**config.mk**
```make
export PLATFORM = sky130hd
export DESIGN_NAME = crossbar_round_robin_grant_core
export DESIGN_NICKNAME = d
export VERILOG_FILES = /design/src/sv/crg_pkg.sv /design/src/sv/crossbar_round_robin_grant_core.sv
export SDC_FILE = /design/constraint.sdc
export NUM_CORES = 1
export LEC_CHECK = 0
export ABC_AREA = 1
export BUFFER_PORTS_ARGS = -buffer_cell sky130_fd_sc_hd__buf_2
export CORE_MARGIN = 5
export CORE_UTILIZATION = 40
export CTS_CLUSTER_DIAMETER = 120
export DETAILED_ROUTE_END_ITERATION = 7
export PLACE_DENSITY = 0.66
export SYNTH_ARGS = -nofsm -noshare
export SYNTH_HDL_FRONTEND = slang
export SYNTH_SLANG_ARGS = --single-unit
export TNS_END_PERCENT = 50
```
**constraint.sdc**
```tcl
create_clock -name i_clk -period 20.6 [get_ports i_clk]
set_input_delay 2.06 -clock i_clk [delete_from_list [all_inputs] [get_ports i_clk]]
set_output_delay 2.06 -clock i_clk [all_outputs]
set_load 0.02 [all_outputs]
```
**src/sv/crg_pkg.sv**
```systemverilog
// Shared constants and helpers for the crossbar round-robin grant core.
// No dependencies; imported by crossbar_round_robin_grant_core.
package crg_pkg;

    localparam int PORTS = 8;               // active ports, 2..8
    localparam int ROW_W = 8;               // request bits per output row
    localparam int IDX_W = 3;               // bits of one granted input index
    localparam int REQ_W = ROW_W * ROW_W;   // request word width
    localparam int GV_W  = ROW_W;           // grant mask width
    localparam int GI_W  = ROW_W * IDX_W;   // packed grant index width
    localparam int SEL_W = IDX_W + 1;       // search position, holds up to 2*PORTS-1

    typedef logic [REQ_W-1:0] t_req;

    // Request bits that address an existing input/output pair.
    function automatic t_req port_mask();
        t_req m;
        m = '0;
        for (int o = 0; o < PORTS; o++) begin
            for (int i = 0; i < PORTS; i++) begin
                m[o*ROW_W + i] = 1'b1;
            end
        end
        return m;
    endfunction

endpackage

```
**src/sv/crossbar_round_robin_grant_core.sv**
```systemverilog
// Single-pass round-robin grant arbiter for an 8x8 crossbar.
// Depends on crg_pkg for port counts, field widths and the port mask.
//
// Usage:
//   Input channel (i_valid / o_stall): one word per timeslot, carrying
//   i_new_requests, bit output*8+input set when that input wants that
//   output. Bits of ports at or beyond PORTS are dropped.
//   Output channel (o_valid / i_stall): one word per input word, carrying
//   o_grant_valid (one bit per output) and o_grant_inputs (3-bit granted
//   input per output, output 0 lowest; zero where nothing was granted).
// Pipeline: an accepted input word is held in the input register; its result
//   word is then presented from the result register.
// Throughput: one word per cycle while the receiver does not stall; the grant
//   chain walks the outputs in order in one combinational pass between the
//   input register and the result register, so both stages advance together.
// Stall: when the receiver stalls, the result register holds; one further
//   input word is still taken into the input register, after which o_stall
//   rises until the result is taken. No word is lost or repeated.
// Reset (i_rst_n low, synchronous): pending requests clear, all pointers go
//   to "none" (search from input 0), both stages empty.
module crossbar_round_robin_grant_core
    import crg_pkg::*;
(
    input  logic              i_clk,
    input  logic              i_rst_n,
    input  logic              i_valid,
    output logic              o_stall,
    input  logic [REQ_W-1:0]  i_new_requests,
    output logic              o_valid,
    input  logic              i_stall,
    output logic [GV_W-1:0]   o_grant_valid,
    output logic [GI_W-1:0]   o_grant_inputs
);

    // Input stage.
    logic             r_in_valid;
    t_req             r_in_req;

    // Arbiter state: pending request matrix and per-output pointers.
    t_req             r_req;
    t_req             n_req;
    logic [PORTS-1:0] r_ptr_valid;
    logic [IDX_W-1:0] r_ptr_idx [PORTS];
    logic [IDX_W-1:0] n_ptr_idx [PORTS];

    // Result stage.
    logic             r_out_valid;
    logic [GV_W-1:0]  r_gv;
    logic [GI_W-1:0]  r_gi;

    // Grant pass outputs.
    t_req             c_clear;
    logic [GV_W-1:0]  c_taken;
    logic [GV_W-1:0]  c_gv;
    logic [GI_W-1:0]  c_gi;

    logic out_free;
    logic fire;
    logic in_take;

    assign out_free = !r_out_valid || !i_stall;
    assign fire     = r_in_valid && out_free;       // grant pass commits
    assign o_stall  = r_in_valid && !out_free;
    assign in_take  = i_valid && !o_stall;

    // Grant chain: outputs in order, each searches from pointer+1 with wrap,
    // skipping inputs already taken by a lower output in this slot.
    always_comb begin
        t_req             req;
        logic [SEL_W-1:0] start;
        logic [SEL_W-1:0] sum;
        logic [SEL_W-1:0] cand;
        logic             found;
        logic [IDX_W-1:0] pick;
        req     = r_req | (r_in_req & port_mask());
        c_clear = '0;
        c_taken = '0;
        c_gv    = '0;
        c_gi    = '0;
        start   = '0;
        sum     = '0;
        cand    = '0;
        found   = 1'b0;
        pick    = '0;
        for (int o = 0; o < PORTS; o++) begin
            start = r_ptr_valid[o] ? ({1'b0, r_ptr_idx[o]} + SEL_W'(1)) : '0;
            found = 1'b0;
            pick  = '0;
            for (int k = 0; k < PORTS; k++) begin
                sum  = start + SEL_W'(k);
                cand = (sum >= SEL_W'(PORTS)) ? (sum - SEL_W'(PORTS)) : sum;
                if (!found && req[o*ROW_W + int'(cand[IDX_W-1:0])]
                        && !c_taken[cand[IDX_W-1:0]]) begin
                    found = 1'b1;
                    pick  = cand[IDX_W-1:0];
                end
            end
            n_ptr_idx[o] = pick;
            if (found) begin
                c_taken[pick]                 = 1'b1;
                c_gv[o]                       = 1'b1;
                c_gi[o*IDX_W +: IDX_W]        = pick;
                c_clear[o*ROW_W + int'(pick)] = 1'b1;
            end
        end
        n_req = req & ~c_clear;
    end

    always_ff @(posedge i_clk) begin
        if (!i_rst_n) begin
            r_in_valid  <= 1'b0;
            r_out_valid <= 1'b0;
            r_req       <= '0;
            r_ptr_valid <= '0;
        end else begin
            if (in_take) begin
                r_in_valid <= 1'b1;
            end else if (fire) begin
                r_in_valid <= 1'b0;
            end
            if (fire) begin
                r_out_valid <= 1'b1;
                r_req       <= n_req;
                r_ptr_valid <= c_gv[PORTS-1:0];
            end else if (!i_stall) begin
                r_out_valid <= 1'b0;
            end
        end
    end

    // Payload registers, no reset.
    always_ff @(posedge i_clk) begin
        if (in_take) begin
            r_in_req <= i_new_requests;
        end
        if (fire) begin
            r_gv <= c_gv;
            r_gi <= c_gi;
            for (int o = 0; o < PORTS; o++) begin
                r_ptr_idx[o] <= n_ptr_idx[o];
            end
        end
    end

    assign o_valid        = r_out_valid;
    assign o_grant_valid  = r_gv;
    assign o_grant_inputs = r_gi;

    // Each grant uses a distinct input.
    a_distinct_inputs: assert property (@(posedge i_clk) disable iff (!i_rst_n)
        fire |-> ($countones(c_taken) == $countones(c_gv)))
        else $error("two outputs granted the same input");

    // Granted requests are gone after the slot commits.
    a_grants_cleared: assert property (@(posedge i_clk) disable iff (!i_rst_n)
        fire |=> ((r_req & $past(c_clear)) == '0))
        else $error("granted request bit still pending");

    // Pointer valid flags track the grant mask of the last committed slot.
    a_ptr_follow: assert property (@(posedge i_clk) disable iff (!i_rst_n)
        fire |=> (r_ptr_valid == o_grant_valid[PORTS-1:0]))
        else $error("pointer flags disagree with grant mask");

    // A result appears only from a committed slot.
    a_out_from_fire: assert property (@(posedge i_clk) disable iff (!i_rst_n)
        ($rose(r_out_valid)) |-> $past(fire))
        else $error("result presented without a grant pass");

endmodule
```
==> metrics.txt <==
Total GRT Usage=20.9%; Setup Viol. Count Final=0; top cells by count, synth=nand2_1 (629), nand3_1 (411), inv_1 (280); Slew Limit Fails=0; Post-synth EDFFs=120; final WL=49,100 um; Avg WL per Cell=15.7 um; synth unique cells=58; Initial DRC Count=1,490; drt pass-1 iters=8; Syn. warnings=0; Post-CTS Setup Inserts=0; crit path launch type=flip-flop; placed inst area=17,500 sq um; WS Path Type=flip-flop to flip-flop; WP data arrival=15.98 ns; clk sinks=194; Ports=102; CTS H-Tree Depth=4; reg2reg path depth=112; Required @ worst endpoint=20.98 ns; DP HPWL=37,000 um; status=finished, final reports clean; GRT Residual Overflow=0; post-synthesis sequential area ratio=30.3%; antenna violations before repair=0; post-synthesis cell type with the largest combined area=edfxtp_1; placed insts=3,087; Seq cells post-synth=194; most used cell, CP=nand2_1; Synth top area share=21.4%; CTS Buffer Depth=2; DRC=0; syn_nets=2,593; Setup crit end kind=flip-flop; final instance area=18,100 sq um; final hold viol count=0; most common flop cell mapped by yosys=edfxtp_1; hold wc startpoint=r_req[17]; setup_tns=0 ns; Layout Cells excl Fill=3,119; gpl congestion=0.941; Hold Crit Class=flip-flop to flip-flop; largest net degree at the start of global routing=86; ANT nets after route=0; share of layout cells above drive strength 1=15.0%; Async SR Flop Fraction=0%; Cell Area, Synth=16,800 sq um; CTS clock-pin slew for the worst setup and hold paths=0.07 ns; Critical Path Fanout Max=11; Least-Margin Pin Slew=1.09 ns; via count=16,900; top-count cell post-synth=nand2_1; NumNets Final=2,657; core area=41,800 sq um; Hold Path Sink=r_req[17]; Skew-Pair Late Insertion Delay=0.50 ns; number of global-route vias before repair=15,700; post-DR vias/cell=5.42; reg-to-reg startpoint=r_ptr_idx[0][0]; crit path max-delay cell type=edfxtp_1; post-route minimum period=15.61 ns; Num CTS Buffers=17; die width=215 um; Mean Syn Cell Area=6.71 sq um; Slew Limit Headroom=27.5%; Die Height=215 um; clock skew=0.0167 ns; Post-Syn Instances=2,503; slowest cell delay on critical path=0.48 ns; RSZ-0062 raised after global routing=no; max-cap violation count=0; reg-to-reg slack, setup=4.99 ns; row count=75; Diodes inserted=0; cts-stage hold buffer count=0; Hold Path Depth=2; fmax=64.1 MHz; Die ar.=46,200 sq um; Period Utilization, post-route=75.8%; first-pass GRT wire length=79,300 um; starting density of the core=40.2%; CTS tree=done; layout filler cell count=4,219; Post-CTS Resized=0; Syn-to-layout area delta=7.77%; Synth area leaders=edfxtp_1 (21%), nand2_1 (14%), nand3_1 (12%); CTS root buf=clkbuf_16; worst r2r dst=r_req[61]; Port Buffers=101
[registers in the layout, summed over array words and instances (netlist names)]
| name | count |
|---|---|
| o_grant_valid | 8 |
| o_grant_inputs | 24 |
| r_in_req | 64 |
| r_in_valid | 1 |
| o_valid | 1 |
| r_ptr_valid | 8 |
| r_ptr_idx | 24 |
| r_req | 64 |
[kinds of logic after synthesis]
logic type	Yosys count	share of synthesized area, %
buffers and inverters	399	10.7
multiplexers	5	0.298
flip-flops	194	30.3
adder cells (fa/ha/maj)	22	1.64
XOR/XNOR	16	0.834
AO/OA/AOI/OAI	303	10.6
AND/OR/NAND/NOR	1564	45.7
[critical path: cells and delay by family, from the launching register on]
| kind | cells | cell delay, ns |
|---|---|---|
| AND/OR/NAND/NOR | 96 | 12.49 |
| AO/OA/AOI/OAI | 10 | 1.36 |
| adder cells (fa/ha/maj) | 2 | 0.76 |
| flip-flops | 1 | 0.48 |
| buffers and inverters | 4 | 0.36 |
[through the flow]
step,hold WS (ns),utilization [%],worst slack [ns]
after floorplan,0.446,-,8.16
after global placement,0.451,42.0,5.47
after detailed placement,0.457,42.0,5.21
after CTS,0.468,43.4,5.17
after global routing,0.484,43.4,3.29
final,0.467,43.4,4.99
[final cells by class]
class / count / area [sq um] / share of cell area, %
repair buffers: 113 / 596 / 3.29
well taps: 539 / 674 / 3.72
multi-input cells: 1910 / 9920 / 54.8
inverters: 331 / 1250 / 6.93
clock inverters: 12 / 120 / 0.663
clock buffers: 20 / 457 / 2.52
flip-flops and latches: 194 / 5080 / 28.1
[worst max-delay path by stage]
| stage | slack (ns) | endpoint | startpoint |
|---|---|---|---|
| after global routing | 3.29 | r_req[61] | r_ptr_idx[0][0] |
| final | 4.99 | r_req[61] | r_ptr_idx[0][0] |
| after detailed placement | 5.21 | r_req[61] | r_ptr_idx[0][0] |
| after global placement | 5.47 | r_req[61] | r_ptr_idx[0][0] |
| after floorplan | 8.16 | r_req[60] | r_ptr_idx[0][0] |
| after CTS | 5.17 | r_req[61] | r_ptr_idx[0][0] |
[layout by cell type, fill, tap and decap left out, types with 3 or more instances in the layout]
master / netlist / final
clkbuf_16: 0 / 17
xor2_1: 11 / 11
inv_6: 2 / 6
clkinvlp_4: 0 / 3
nand4_1: 87 / 87
o21a_1: 9 / 9
nor2_4: 12 / 13
clkinv_1: 17 / 17
xnor2_1: 5 / 5
o21ai_0: 138 / 138
a31oi_1: 3 / 3
nand2_2: 46 / 46
ha_1: 22 / 22
edfxtp_1: 120 / 120
a32o_1: 5 / 5
nand3_1: 411 / 411
nor2_1: 239 / 239
a21oi_1: 89 / 89
mux2i_1: 5 / 5
nor2_2: 29 / 28
o21ai_1: 11 / 11
inv_1: 280 / 277
buf_4: 8 / 12
a21oi_2: 6 / 6
or2_2: 5 / 5
nand4_2: 6 / 6
nand2_4: 14 / 14
buf_2: 2 / 101
o21ai_2: 8 / 8
nor3_1: 9 / 9
o211ai_1: 13 / 13
dfxtp_1: 74 / 74
inv_2: 31 / 34
nand3_2: 53 / 53
nand3_4: 15 / 15
nand2_1: 629 / 629
o2111ai_1: 8 / 8
[routing by layer]
metal	routed length, um	part of all wire, %	track usage (%)	up-vias
li1	-	-	-	8505
met1	21900	45	27.4	7769
met2	23000	47	35.1	552
met3	2910	5.9	3.03	81
met4	1250	2.5	7.52	0
met5	0	0	0	-
Power is left out: the tool's default activity adds up to more than one toggle a clock period on the data nets, which glitch-free logic cannot reach.
